**config.mk**
```make
export PLATFORM = sky130hd
export DESIGN_NAME = image_format_sniffer_unit
export DESIGN_NICKNAME = d
export VERILOG_FILES = /design/src/rtl/core/ifs_pkg.sv /design/src/rtl/core/ifs_match.sv /design/src/rtl/core/ifs_out.sv /design/src/rtl/core/image_format_sniffer_unit.sv
export SDC_FILE = /design/constraint.sdc
export NUM_CORES = 1
export LEC_CHECK = 0
export ABC_AREA = 1
export BUFFER_PORTS_ARGS = -buffer_cell sky130_fd_sc_hd__buf_2
export CORE_UTILIZATION = 54
export CTS_CLUSTER_DIAMETER = 50
export DETAILED_ROUTE_END_ITERATION = 6
export GPL_ROUTABILITY_DRIVEN = 0
export PLACE_DENSITY = 0.72
export REMOVE_ABC_BUFFERS = 1
export SYNTH_ARGS = -nofsm -noshare
export SYNTH_HDL_FRONTEND = slang
export SYNTH_SLANG_ARGS = --single-unit
```
**constraint.sdc**
```tcl
create_clock -name clk -period 2.02 [get_ports clk]
set_input_delay 0.202 -clock clk [delete_from_list [all_inputs] [get_ports clk]]
set_output_delay 0.202 -clock clk [all_outputs]
set_load 0.005 [all_outputs]
```
**src/rtl/core/ifs_pkg.sv**
```systemverilog
// Package for the image format sniffer: signature bytes, format codes,
// and the TGA field checks. No dependencies.
`default_nettype none
package ifs_pkg;

	localparam int unsigned POS_W  = 5;
	localparam int unsigned CODE_W = 3;

	typedef logic [7:0]        byte_t;
	typedef logic [POS_W-1:0]  pos_t;
	typedef logic [CODE_W-1:0] code_t;

	localparam code_t FMT_UNKNOWN = 3'd0;
	localparam code_t FMT_PNG     = 3'd1;
	localparam code_t FMT_JPEG    = 3'd2;
	localparam code_t FMT_BMP     = 3'd3;
	localparam code_t FMT_WEBP    = 3'd4;
	localparam code_t FMT_TGA     = 3'd5;

	localparam pos_t LEN_PNG  = 5'd8;
	localparam pos_t LEN_JPEG = 5'd3;
	localparam pos_t LEN_BMP  = 5'd2;
	localparam pos_t LEN_RIFF = 5'd4;
	localparam pos_t OFS_WEBP = 5'd8;
	localparam pos_t END_WEBP = 5'd12;
	localparam pos_t OFS_CMAP = 5'd1;
	localparam pos_t OFS_TYPE = 5'd2;
	localparam pos_t OFS_W_LO = 5'd12;
	localparam pos_t OFS_W_HI = 5'd13;
	localparam pos_t OFS_H_LO = 5'd14;
	localparam pos_t OFS_H_HI = 5'd15;
	localparam pos_t OFS_DEPTH = 5'd16;
	localparam pos_t POS_END  = 5'd18;

	localparam byte_t PNG_SIG [8] = '{8'h89, 8'h50, 8'h4E, 8'h47,
		8'h0D, 8'h0A, 8'h1A, 8'h0A};
	localparam byte_t JPEG_SIG [3] = '{8'hFF, 8'hD8, 8'hFF};
	localparam byte_t BMP_SIG  [2] = '{8'h42, 8'h4D};
	localparam byte_t RIFF_SIG [4] = '{8'h52, 8'h49, 8'h46, 8'h46};
	localparam byte_t WEBP_SIG [4] = '{8'h57, 8'h45, 8'h42, 8'h50};

	function automatic logic tga_type_ok(byte_t t);
		return (t == 8'd1) || (t == 8'd2) || (t == 8'd3) ||
			(t == 8'd9) || (t == 8'd10) || (t == 8'd11);
	endfunction

	function automatic logic tga_depth_ok(byte_t d);
		return (d == 8'd8) || (d == 8'd15) || (d == 8'd16) ||
			(d == 8'd24) || (d == 8'd32);
	endfunction

endpackage
`default_nettype wire

```
**src/rtl/core/ifs_match.sv**
```systemverilog
// Running signature match state and format decision for one file.
// Depends on ifs_pkg.
`default_nettype none
module ifs_match (
	input  wire logic          clk,
	input  wire logic          arst_n,
	input  wire logic          step,
	input  wire ifs_pkg::byte_t data_byte,
	input  wire logic          is_last,
	output ifs_pkg::code_t     code
);
	import ifs_pkg::*;

	pos_t pos_q, pos_d;
	logic png_q, jpeg_q, bmp_q, webp_q, tga_q, wnz_q, hnz_q;
	logic png_d, jpeg_d, bmp_d, webp_d, tga_d, wnz_d, hnz_d;
	logic in_win;

	always_comb begin
		in_win = pos_q < POS_END;
		png_d  = png_q;
		jpeg_d = jpeg_q;
		bmp_d  = bmp_q;
		webp_d = webp_q;
		tga_d  = tga_q;
		wnz_d  = wnz_q;
		hnz_d  = hnz_q;
		pos_d  = pos_q;
		if (in_win) begin
			pos_d = pos_q + 5'd1;
			if (pos_q < LEN_PNG && data_byte != PNG_SIG[pos_q[2:0]])
				png_d = 1'b0;
			if (pos_q < LEN_JPEG && data_byte != JPEG_SIG[pos_q[1:0]])
				jpeg_d = 1'b0;
			if (pos_q < LEN_BMP && data_byte != BMP_SIG[pos_q[0]])
				bmp_d = 1'b0;
			if (pos_q < LEN_RIFF && data_byte != RIFF_SIG[pos_q[1:0]])
				webp_d = 1'b0;
			if (pos_q >= OFS_WEBP && pos_q < END_WEBP &&
					data_byte != WEBP_SIG[pos_q[1:0]])
				webp_d = 1'b0;
			if (pos_q == OFS_CMAP && data_byte > 8'd1)
				tga_d = 1'b0;
			if (pos_q == OFS_TYPE && !tga_type_ok(data_byte))
				tga_d = 1'b0;
			if (pos_q == OFS_DEPTH && !tga_depth_ok(data_byte))
				tga_d = 1'b0;
			if ((pos_q == OFS_W_LO || pos_q == OFS_W_HI) && data_byte != 8'd0)
				wnz_d = 1'b1;
			if ((pos_q == OFS_H_LO || pos_q == OFS_H_HI) && data_byte != 8'd0)
				hnz_d = 1'b1;
		end

		// priority: png, jpeg, bmp, webp, tga
		if (png_d && pos_d >= LEN_PNG)
			code = FMT_PNG;
		else if (jpeg_d && pos_d >= LEN_JPEG)
			code = FMT_JPEG;
		else if (bmp_d && pos_d >= LEN_BMP)
			code = FMT_BMP;
		else if (webp_d && pos_d >= END_WEBP)
			code = FMT_WEBP;
		else if (tga_d && wnz_d && hnz_d && pos_d >= POS_END)
			code = FMT_TGA;
		else
			code = FMT_UNKNOWN;
	end

	always_ff @(posedge clk or negedge arst_n) begin
		if (!arst_n) begin
			pos_q  <= '0;
			png_q  <= 1'b1;
			jpeg_q <= 1'b1;
			bmp_q  <= 1'b1;
			webp_q <= 1'b1;
			tga_q  <= 1'b1;
			wnz_q  <= 1'b0;
			hnz_q  <= 1'b0;
		end else if (step) begin
			if (is_last) begin
				// start over for the next file
				pos_q  <= '0;
				png_q  <= 1'b1;
				jpeg_q <= 1'b1;
				bmp_q  <= 1'b1;
				webp_q <= 1'b1;
				tga_q  <= 1'b1;
				wnz_q  <= 1'b0;
				hnz_q  <= 1'b0;
			end else begin
				pos_q  <= pos_d;
				png_q  <= png_d;
				jpeg_q <= jpeg_d;
				bmp_q  <= bmp_d;
				webp_q <= webp_d;
				tga_q  <= tga_d;
				wnz_q  <= wnz_d;
				hnz_q  <= hnz_d;
			end
		end
	end

endmodule
`default_nettype wire

```
**src/rtl/core/ifs_out.sv**
```systemverilog
// Two-entry result buffer: output register plus skid slot for format codes.
// Depends on ifs_pkg.
`default_nettype none
module ifs_out (
	input  wire logic           clk,
	input  wire logic           arst_n,
	input  wire logic           push,
	input  wire ifs_pkg::code_t push_code,
	output logic                full,
	output ifs_pkg::code_t      format_code,
	output logic                code_valid,
	input  wire logic           code_ready
);
	import ifs_pkg::*;

	logic [1:0] count_q;
	code_t      head_q, tail_q;
	logic       pop;

	assign code_valid  = count_q != 2'd0;
	assign full        = count_q == 2'd2;
	assign format_code = head_q;
	assign pop         = code_valid && code_ready;

	always_ff @(posedge clk or negedge arst_n) begin
		if (!arst_n) begin
			count_q <= '0;
		end else begin
			count_q <= count_q + {1'b0, push} - {1'b0, pop};
		end
	end

	always_ff @(posedge clk) begin
		if (pop) begin
			// advance the tail into the head
			if (count_q == 2'd2)
				head_q <= tail_q;
			else if (push)
				head_q <= push_code;
			if (push)
				tail_q <= push_code;
		end else if (push) begin
			if (count_q == 2'd0)
				head_q <= push_code;
			else
				tail_q <= push_code;
		end
	end

endmodule
`default_nettype wire

```
**src/rtl/core/image_format_sniffer_unit.sv**
```systemverilog
// Top level of the image format sniffer: input register, match tracker,
// result buffer. Depends on ifs_pkg, ifs_match, ifs_out.
//
//   channel | signals                              | direction
//   --------+--------------------------------------+----------
//   byte    | byte_valid, byte_ready, data_byte,   | in
//           | is_last                              |
//   code    | code_valid, code_ready, format_code  | out
//
// One byte per cycle sustained. A byte transfer lands in the input register and
// then updates the match state; the final byte's update also pushes its code
// into the result buffer, onto format_code if empty. The two-entry result
// buffer lets bytes keep flowing while a code waits; bytes stall only with
// both slots full and a final byte in the input register. Reset needs no sweep.
`default_nettype none
module image_format_sniffer_unit (
	input  wire logic           clk,
	input  wire logic           arst_n,
	input  wire logic           byte_valid,
	output logic                byte_ready,
	input  wire ifs_pkg::byte_t data_byte,
	input  wire logic           is_last,
	output logic                code_valid,
	input  wire logic           code_ready,
	output ifs_pkg::code_t      format_code
);
	import ifs_pkg::*;

	logic  valid_s1, last_s1;
	byte_t byte_s1;
	logic  adv_s1, buf_full;
	code_t code;

	// a final byte needs a free result slot, other bytes always drain
	assign adv_s1     = valid_s1 && (!last_s1 || !buf_full);
	assign byte_ready = !valid_s1 || adv_s1;

	always_ff @(posedge clk or negedge arst_n) begin
		if (!arst_n) begin
			valid_s1 <= 1'b0;
		end else if (byte_ready) begin
			valid_s1 <= byte_valid;
		end
	end

	always_ff @(posedge clk) begin
		if (byte_ready && byte_valid) begin
			byte_s1 <= data_byte;
			last_s1 <= is_last;
		end
	end

	ifs_match u_match (
		.clk       (clk),
		.arst_n    (arst_n),
		.step      (adv_s1),
		.data_byte (byte_s1),
		.is_last   (last_s1),
		.code      (code)
	);

	ifs_out u_out (
		.clk         (clk),
		.arst_n      (arst_n),
		.push        (adv_s1 && last_s1),
		.push_code   (code),
		.full        (buf_full),
		.format_code (format_code),
		.code_valid  (code_valid),
		.code_ready  (code_ready)
	);

endmodule
`default_nettype wire

```
==> flow_summary.toml, run 1 <==
[floorplanning]
core_mm2 = 0.00377
rows = 22
die_x_um = 65.8
pin_count = 18
start_util_pct = 58.3
dieArea_mm2 = 0.00433
die_y_um = 65.8

[route]
top_layer_used = "met4"
via_count = 2117
finalWirelength_um = 5560
wire_per_inst_um = 14.2
vias_per_cell = 5.43
wl_met3_um = 459
drt_iter0_drc = 189
met1_length_um = 2460
ant_nets = 0
drc = 0
dr.pass1.iters = 7
met2_length_um = 2540

[synth]
netlist_area_mm2 = 0.00220
syn_area_per_cell_um2 = 7.50
synthCells = 293
yosys_warnings = 0
yosysUniqueCellTypes = 37
ys_seq_area_share_pct = 37.8
synth_seq_cells = 30

[place]
pre_cts_ws_ps = -122
dp_hpwl_um = 3970
port-buffer-count = 17

[timing]
finalWorstSetupSlack_ps = -28.6
max_freq_mhz = 488
hold_violations = 0
rsz0062_at_grt = "true"
period_share_pct = 101
slew_headroom_pct = 75.8
worst_pin_slew_ps = 364
maxSlewViolCount = 0
fin_skew_ps = 6.27
finalSetupViolations = 2
min_period_ps = 2050

[grt]
grt_max_degree = 16
globalRouteOverflowTotal = 0
grt_pass1_wl_um = 8970
grtUsageTotal_pct = 28.2
grt_pass1_vias = 1965
grt_antenna_before_repair = 0

[power_and_ir_drop]
pwr-share-clk_pct = 15.9
leakage_nw = 1.35
intPower_w = 0.00218
switching_share_pct = 42.5
switchingPower_w = 0.00161
p_seq_share_pct = 26.8
power_frac_comb_pct = 57.3
cellPowerDensity_mw_per_mm2 = 1360
peakVddDrop_uv = 761

[cts]
htreeDepth = 2
cts_inserted_buffers = 5
clk_pin_slew_ps = 70
cts_tree = "done"
cts_sinks = 30
cts.path.max_buffers = 2
clk-insertion-delay-late_ps = 290
cts_root_buf = "clkbuf_8"

[critical_path]
r2r-end = "u_out.format_code[0]$_DFFE_PP_"
start_kind = "flip-flop"
setup.worst_path.class = "flip-flop to flip-flop"
reg2reg_slack_ps = -30
reg2reg_from = "u_match.pos_q[1]$_DFFE_PN0P_"
reg2regPathDepth = 16
arrival_ps = 2100
required_ps = 2070
end_kind = "flip-flop"
path_max_fanout = 5

[hold_path]
hp-start = "data_byte[3]"
hold_depth = 1
hold_end = "byte_s1[3]$_DFFE_PP_"
hp-class = "input pin to flip-flop"

[layout]
fillers = 278
final_net_count = 362
synthToLayoutAreaGrowth_pct = 26.6
final_util_pct = 73.8
diodes = 0
drive_gt1_share_pct = 34.5

[status]
status = "complete, but fails checks"
violations = "setup timing"

[job]
cap_violations = 0
cell usage in the layout (no fill, tap or decap), drive strengths merged:
| cell type | netlist | routed |
|---|---|---|
| o211ai | 2 | 2 |
| and3 | 1 | 1 |
| o21ai | 15 | 15 |
| a31oi | 1 | 1 |
| clkbuf | 2 | 7 |
| bufinv | 0 | 1 |
| xor2 | 4 | 4 |
| nand2 | 88 | 88 |
| o22ai | 6 | 6 |
| a21boi | 1 | 1 |
| dfstp | 5 | 5 |
| dlygate4sd3 | 0 | 1 |
| nand4 | 6 | 6 |
| a21oi | 6 | 6 |
| nand3 | 24 | 24 |
| o31ai | 2 | 2 |
| ha | 8 | 8 |
| nor2 | 40 | 40 |
| a211o | 1 | 1 |
| dfrtp | 10 | 10 |
| xnor2 | 3 | 3 |
| a211oi | 1 | 1 |
| o21bai | 2 | 2 |
| inv | 46 | 46 |
| edfxtp | 15 | 15 |
| buf | 4 | 46 |
cell families (layout without fill, tap and decap cells):
kind of cell,count (synthesis),after routing,synth area share [%]
AO/OA/AOI/OAI,37,37,11.5
XOR/XNOR,7,7,2.79
adder cells (fa/ha/maj),8,8,4.55
buffers and inverters,52,101,9.73
flip-flops,30,30,37.8
AND/OR/NAND/NOR,159,159,33.6
Yosys cell counts (all sizes together):
cell / instances / area (um^2)
buf: 4 / 32.5
inv: 46 / 173
and3: 1 / 7.51
nand3: 24 / 130
o31ai: 2 / 15.0
nand2: 88 / 388
a211o: 1 / 8.76
a31oi: 1 / 6.26
o211ai: 2 / 20.0
o21ai: 15 / 86.3
edfxtp: 15 / 450
nor2: 40 / 175
clkbuf: 2 / 8.75
o22ai: 6 / 37.5
a21boi: 1 / 11.3
xor2: 4 / 35.0
dfrtp: 10 / 250
nand4: 6 / 37.5
a211oi: 1 / 7.51
a21oi: 6 / 41.3
ha: 8 / 100
xnor2: 3 / 26.3
dfstp: 5 / 131
o21bai: 2 / 18.8
sequential cells by signal, summed over array words and instances, names as in the netlist, 2 cells and up:
name,cells
u_out.tail_q,3
u_out.format_code,3
u_match.pos_q,5
byte_s1,8
u_out.count_q,2
per-stage QoR:
step           total power, W  hold slack (ps)  cell area [um^2]  std cells  TNS, ps
5_1_grt               0.00406             76.8              2780        390     -492
3_5_place_dp          0.00284              134              2500        377     -460
2_1_floorplan         0.00222            -93.6              2160        287     -519
6_report              0.00380             82.0              2780        390    -35.8
4_1_cts               0.00360             81.2              2720        386    -7.15
3_3_place_gp          0.00283              132              2500        377     -325
per-layer routing:
metal	GRT usage (%)	up-vias
met2	44.4	117
met1	38.6	946
met5	0	-
li1	-	1039
met3	5.34	15
met4	9.78	0
worst max-delay path by stage:
| stage | start | endpoint | slack (ps) | depth (start not counted) |
|---|---|---|---|---|
| after floorplan | u_match.pos_q[1]$_DFFE_PN0P_ | u_out.format_code[1]$_DFFE_PP_ | -110 | 13 |
| after global placement | u_match.pos_q[1]$_DFFE_PN0P_ | u_out.format_code[1]$_DFFE_PP_ | -90 | 13 |
| after detailed placement | u_match.pos_q[1]$_DFFE_PN0P_ | u_out.format_code[1]$_DFFE_PP_ | -120 | 13 |
| after CTS | u_match.pos_q[1]$_DFFE_PN0P_ | u_out.format_code[1]$_DFFE_PP_ | -7 | 13 |
| after global routing | u_match.pos_q[1]$_DFFE_PN0P_ | u_out.format_code[0]$_DFFE_PP_ | -160 | 17 |
| final | u_match.pos_q[1]$_DFFE_PN0P_ | u_out.format_code[0]$_DFFE_PP_ | -30 | 16 |
power by group through the flow:
stage                     combinational (W)  sequential, W  clock [W]
after CTS                           0.00200        0.00100   0.000605
final                               0.00217        0.00102   0.000604
after floorplan                     0.00119        0.00103          0
after detailed placement            0.00184        0.00101          0
after global routing                0.00240        0.00104   0.000629
after global placement              0.00183       0.000999          0
repair_timing:
action | in CTS | in global routing
endpoints found under the setup margin | 6 | 6
hold buffers | 1 | 0
gates resized for setup | 21 | 17
endpoints found under the hold margin | 10 | 0
pin swaps | 6 | 12
setup buffers | 0 | 4
critical path: stages, from the launching register on:
cell     delay [ps]
dfrtp_2         440
inv_4            70
ha_4            190
inv_2           120
nand2_1         110
nand2_1          90
nand2_1          60
nor2_1          110
nand2_1          70
nand2_1          80
nand4_1         120
nand4_1          90
nand2_1          50
nand2_1          60
nand2_2          50
nand2_1          50
nand2_1          40
layout make-up:
cell class              count  area [um^2]  area share (%)
multi-input cells         211         1260            45.3
flip-flops and latches     30          835            30.0
repair buffers             47          344            12.4
inverters                  46          178            6.38
clock buffers               7         76.3            2.74
well taps                  48         60.1            2.16
clock inverters             1         30.0            1.08
(Power assumes the default switching activity.)
==> run 2: changes to the inputs <==
Settings changed: CORE_UTILIZATION 54 to 58, PLACE_DENSITY 0.72 to 0.74.
Clock period 2.02 ns to 2.65 ns, I/O delays scaled along.
==> flow_summary.toml, run 2 (synthesis results as in run 1) <==
[cts]
cts_tree = "done"
cts.path.max_buffers = 2
cts_root_buf = "clkbuf_8"
cts_inserted_buffers = 5
clk-insertion-delay-late_ps = 280
cts_sinks = 30
postCtsSetupBuffers = 0
htreeDepth = 2
clk_pin_slew_ps = 60

[timing]
max_freq_mhz = 404
fin_skew_ps = 3.08
maxSlewViolCount = 0
worst_pin_slew_ps = 356
finalSetupViolations = 0
hold_violations = 0
rsz0062_at_grt = "false"
slew_headroom_pct = 76.3
min_period_ps = 2480
period_share_pct = 93.5
fin_tns_setup_ps = 0

[layout]
top_register = "byte_s1"
final_net_count = 335
layout.cells.most_common = "nand2_1"
largest_register_ffs = 8
reg.largest.list = "byte_s1: 8 flops, u_match.pos_q: 5 flops"
drive_gt1_share_pct = 22.5
synthToLayoutAreaGrowth_pct = 11.2
diodes = 0
design_area_mm2 = 0.00244
final_cell_mix = "nand2_1 (73), inv_1 (42), nor2_1 (32)"

[critical_path]
path_max_fanout = 10
required_ps = 2680
path_cells = "inv_1 > ha_1 > inv_2 > o21ai_0 > o21ai_1 > nor2_1 > nand3_1 > nand2_1 > nand2_2 > nor2_2 > inv_1 > nand2_1 > a21oi_1"
start_kind = "flip-flop"
slowest_delay_ps = 490
arrival_ps = 2510
crit_family = "simple AND/OR/NAND/NOR gates"
crit_buf_inv = 3
end_kind = "flip-flop"
worst_path_max_delay_cell = "dfrtp_2"
setup.worst_path.class = "flip-flop to flip-flop"

[power_and_ir_drop]
intPower_w = 0.00141
switching_share_pct = 42.8
pwr-share-clk_pct = 18.9
power_frac_comb_pct = 49.1
peakVddDrop_uv = 546
cellPowerDensity_mw_per_mm2 = 1010
leakage_nw = 1.22
switchingPower_w = 0.00105
p_seq_share_pct = 32.0

[route]
ant_nets = 0
via_count = 1972
drc = 0
drt_iter0_drc = 149
vias_per_cell = 5.43
finalWirelength_um = 4800
wire_per_inst_um = 13.2
dr.pass1.iters = 4

[grt]
grt_pass1_vias = 1851
globalRouteOverflowTotal = 0
grt_pass1_wl_um = 8150
grtUsageTotal_pct = 26.3
grt_antenna_before_repair = 0
grt_max_degree = 16

[place]
port-buffer-count = 17
dpl-instance-area_mm2 = 0.00232
dp_hpwl_um = 3730

[floorplanning]
rows = 22
dieArea_mm2 = 0.00404
pin_count = 18
core_mm2 = 0.00366
die_x_um = 63.6
die_y_um = 63.6
start_util_pct = 60.0

[status]
status = "completed"

[hold_path]
hp-class = "input pin to flip-flop"

[job]
cap_violations = 0
## run 2: cell count changes in the layout (fill, tap and decap cells not counted), sizes merged
cell  change
buf      -27
## run 2: timing repair
item	CTS	global route
hold buffers	1	0
setup endpoints to repair	0	1
resized for setup	0	1
endpoints found under the hold margin	10	0
## run 2: path summary, 6_finish.rpt
| check | from | end | slack [ps] | depth (start not counted) |
|---|---|---|---|---|
| min in group asynchronous | arst_n | u_match.hnz_q$_DFFE_PN0P_ | 420 | 2 |
| min | data_byte[1] | byte_s1[1]$_DFFE_PP_ | 160 | 1 |
| min reg2reg | u_match.png_q$_DFFE_PN1P_ | u_match.png_q$_DFFE_PN1P_ | 500 | 2 |
| max reg2reg | u_match.pos_q[1]$_DFFE_PN0P_ | u_out.format_code[1]$_DFFE_PP_ | 170 | 13 |
| max | u_match.pos_q[1]$_DFFE_PN0P_ | u_out.format_code[1]$_DFFE_PP_ | 170 | 13 |
| max in group asynchronous | arst_n | u_match.bmp_q$_DFFE_PN1P_ | 1930 | 2 |
## run 2: layer usage
layer  GRT usage, %  share of wire [%]  vias up  wire length [um]
li1               -                  -      988                 -
met1           36.5                 45      878              2160
met2           38.8                 44       97              2120
met3           6.70                8.7        9               416
met4           10.8                2.0        0                94
met5              0                  0        -                 0
## run 2: area by class of cell
type	count	area (um^2)
inverters	46	173
clock inverters	1	30.0
fillers	308	1220
well taps	48	60.1
clock buffers	7	86.3
repair buffers	20	110
flip-flops and latches	30	833
multi-input cells	211	1150
## run 2: worst register-to-register path, delay by kind of cell, from the launching register on
family | cells | cell delay (ps)
flops | 1 | 490
fa+ha+maj | 1 | 360
buf+inv | 3 | 420
simple gates | 6 | 580
compound gates | 3 | 380
## run 2: metrics by stage
stage	worst slack, ps	util (%)	total power [W]	hold slack (ps)	cells
2_1_floorplan	518	-	0.00170	-30.6	287
6_report	172	66.8	0.00246	161	363
5_1_grt	38.5	66.8	0.00266	149	363
3_3_place_gp	255	63.3	0.00197	187	354
4_1_cts	140	66.7	0.00246	149	363
3_5_place_dp	165	63.3	0.00198	194	354
## run 2: power groups by stage
stage                     combinational, W  sequential (W)  clock, W
final                              0.00121        0.000788  0.000466
after global routing               0.00136        0.000805  0.000489
after CTS                          0.00120        0.000783  0.000478
after detailed placement           0.00119        0.000791         0
after global placement             0.00119        0.000788         0
after floorplan                   0.000910        0.000786         0
==> run 3: changes to the inputs <==
Settings changed: ABC_AREA 1 to default.
==> flow_summary.toml, run 3 <==
[status]
status = "completed"

[timing]
period_share_pct = 95.7
min_period_ps = 2540
maxSlewViolCount = 0
slew_headroom_pct = 63.3
fin_skew_ps = 11.8
max_freq_mhz = 394
finalSetupViolations = 0
hold_violations = 0
fin_tns_setup_ps = 0
worst_pin_slew_ps = 545

[synth]
syn_area_per_cell_um2 = 9.74
netlist_area_mm2 = 0.00221
ys_seq_area_share_pct = 37.6
synth_seq_cells = 30
ys_top_cells_by_area = "edfxtp_1 (20%), dfrtp_1 (11%), dfstp_2 (5.9%)"
synth_ff_type = "edfxtp_1"
ys_top_cells_by_count = "nand2_1 (17), edfxtp_1 (15), nand3_1 (14), nor2_1 (14), dfrtp_1 (10)"
synth_fa_ha_area_share_pct = 4.53
synth.top_cell.area_share_pct = 20.4
synthCells = 227
synth_area_leader_cell = "edfxtp_1"
synthArstFlopShare_pct = 50.0
synth_top_family_by_area = "simple AND/OR/NAND/NOR gates"
synth_edf_count = 15
synth_most_common_cell = "nand2_1"
yosys_warnings = 0
yosysUniqueCellTypes = 77
muxShareOfSynthArea_pct = 0.679
synth_compound_gate_area_share_pct = 20.9
synth_xor_area_share_pct = 4.75
synth_simple_gate_area_share_pct = 25.3

[grt]
grtUsageTotal_pct = 28.8
grt_antenna_before_repair = 0
globalRouteOverflowTotal = 0
grt_pass1_vias = 1944
grt_max_degree = 16
grt_pass1_wl_um = 8840

[power_and_ir_drop]
switching_share_pct = 39.2
leakage_nw = 1.02
intPower_w = 0.00128
power_w = 0.00210
peakVddDrop_uv = 534
cellPowerDensity_mw_per_mm2 = 834
pwr-share-clk_pct = 16.7
p_seq_share_pct = 36.0
switchingPower_w = 0.000821
power_frac_comb_pct = 47.4

[critical_path]
worst_path_max_delay_cell = "or4_1"
reg2reg_slack_ps = 110
end_kind = "flip-flop"
arrival_ps = 2670
setup.worst_path.class = "flip-flop to flip-flop"
path_cells = "buf_6 > ha_1 > buf_4 > or2_1 > o311a_1 > a311o_1 > or4_1 > o211a_1 > a31oi_1"
reg2regPathDepth = 9
slowest_delay_ps = 520
path_max_fanout = 10
crit_buf_inv = 2
reg2reg_from = "u_match.pos_q[0]$_DFFE_PN0P_"
required_ps = 2780
r2r-end = "u_out.format_code[0]$_DFFE_PP_"
start_kind = "flip-flop"
crit_family = "compound AO/OA/AOI/OAI gates"

[hold_path]
hp-class = "input pin to flip-flop"
hp-start = "data_byte[1]"
hold_depth = 1
hold_end = "byte_s1[1]$_DFFE_PP_"

[layout]
top_register = "byte_s1"
fillers = 299
largest_register_ffs = 8
synthToLayoutAreaGrowth_pct = 13.8
final_cell_mix = "buf_4 (18), nand2_1 (17), buf_2 (17)"
design_area_mm2 = 0.00252
final_net_count = 279
layout.cells.most_common = "buf_4"
reg.largest.list = "byte_s1: 8 flops, u_match.pos_q: 5 flops"
drive_gt1_share_pct = 27.8
diodes = 0

[place]
dp_hpwl_um = 3810
port-buffer-count = 17
dpl-instance-area_mm2 = 0.00238

[route]
wire_per_inst_um = 16.6
drt_iter0_drc = 125
drc = 0
via_count = 1925
ant_nets = 0
dr.pass1.iters = 4
vias_per_cell = 6.27
finalWirelength_um = 5100

[job]
cap_violations = 0

[cts]
cts_tree = "done"
htreeDepth = 2
clk-insertion-delay-late_ps = 280
cts.path.max_buffers = 2
cts_root_buf = "clkbuf_8"
clk_pin_slew_ps = 70
cts_sinks = 30
cts_inserted_buffers = 5

[floorplanning]
pin_count = 18
die_y_um = 63.7
dieArea_mm2 = 0.00406
die_x_um = 63.7
core_mm2 = 0.00366
start_util_pct = 60.4
rows = 22
==> run 3: cell types whose count changed in the layout (fill, tap and decap cells not counted), sizes merged, moves of 5 or more <==
cell | before | now
nand3 | 24 | 14
and2 | 0 | 5
inv | 46 | 8
or2 | 0 | 5
o21ai | 15 | 10
buf | 19 | 36
nor2 | 40 | 14
nand2 | 88 | 17
o22ai | 6 | 0
nor3 | 0 | 6
==> run 3: area by class of cell <==
type	count	area (um^2)	area share, %
clock buffer	6	72.6	2.88
clock inverter	2	8.76	0.348
inverter	8	30.0	1.19
multi-input combinational	176	1270	50.5
sequential	30	832	33.1
tap	48	60.1	2.39
timing repair buffer	37	241	9.60
==> run 3: timing repair <==
action                                  4_1_cts  5_1_grt
resized for setup                             0        5
setup buffers                                 0        2
hold endpoints to repair                     10        0
hold buffers                                  1        0
endpoints found under the setup margin        0        3
==> run 3: metal layers <==
| metal | up-vias | GRT usage (%) | wire length [um] |
|---|---|---|---|
| met3 | 16 | 5.36 | 307 |
| met4 | 0 | 14.8 | 153 |
| met1 | 905 | 37.5 | 2310 |
| met5 | - | 0 | 0 |
| li1 | 927 | - | - |
| met2 | 77 | 45.5 | 2330 |
==> run 3: worst max path at each step <==
stage	slack (ps)	end	cells past startpoint	start
after floorplan	-100	u_out.format_code[1]$_DFFE_PP_	8	u_match.pos_q[1]$_DFFE_PN0P_
after global placement	150	u_out.format_code[0]$_DFFE_PP_	9	u_match.pos_q[0]$_DFFE_PN0P_
after detailed placement	100	u_out.format_code[1]$_DFFE_PP_	9	u_match.pos_q[1]$_DFFE_PN0P_
after CTS	100	u_out.format_code[1]$_DFFE_PP_	9	u_match.pos_q[1]$_DFFE_PN0P_
after global routing	-10	u_out.format_code[1]$_DFFE_PP_	9	u_match.pos_q[1]$_DFFE_PN0P_
final	110	u_out.format_code[0]$_DFFE_PP_	9	u_match.pos_q[0]$_DFFE_PN0P_
==> run 3: cells by family after synthesis <==
kind of cell               after synthesis
and+or+nand+nor                         98
AOI/OAI and AO/OA                       57
DFF                                     30
buffers and inverters                   21
xor gates and xnor gates                12
adders and majority gates                8
muxes                                    1
==> run 3: power by group through the flow <==
stage          combinational (W)  sequential, W  clock (W)
2_1_floorplan           0.000621       0.000762          0
3_5_place_dp            0.000960       0.000759          0
4_1_cts                 0.000966       0.000751   0.000356
5_1_grt                  0.00109       0.000772   0.000371
6_report                0.000993       0.000755   0.000350
3_3_place_gp            0.000940       0.000757          0
==> run 3: stage by stage <==
stage                     setup WS (ps)  hold WS (ps)  util [%]  std cells
after global routing              -9.69           141      68.7        307
after CTS                          96.6           143      67.4        305
after detailed placement            102           194      64.9        296
after floorplan                    -101         -30.6         -        214
final                               113           150      68.7        307
after global placement              147           197      64.9        296
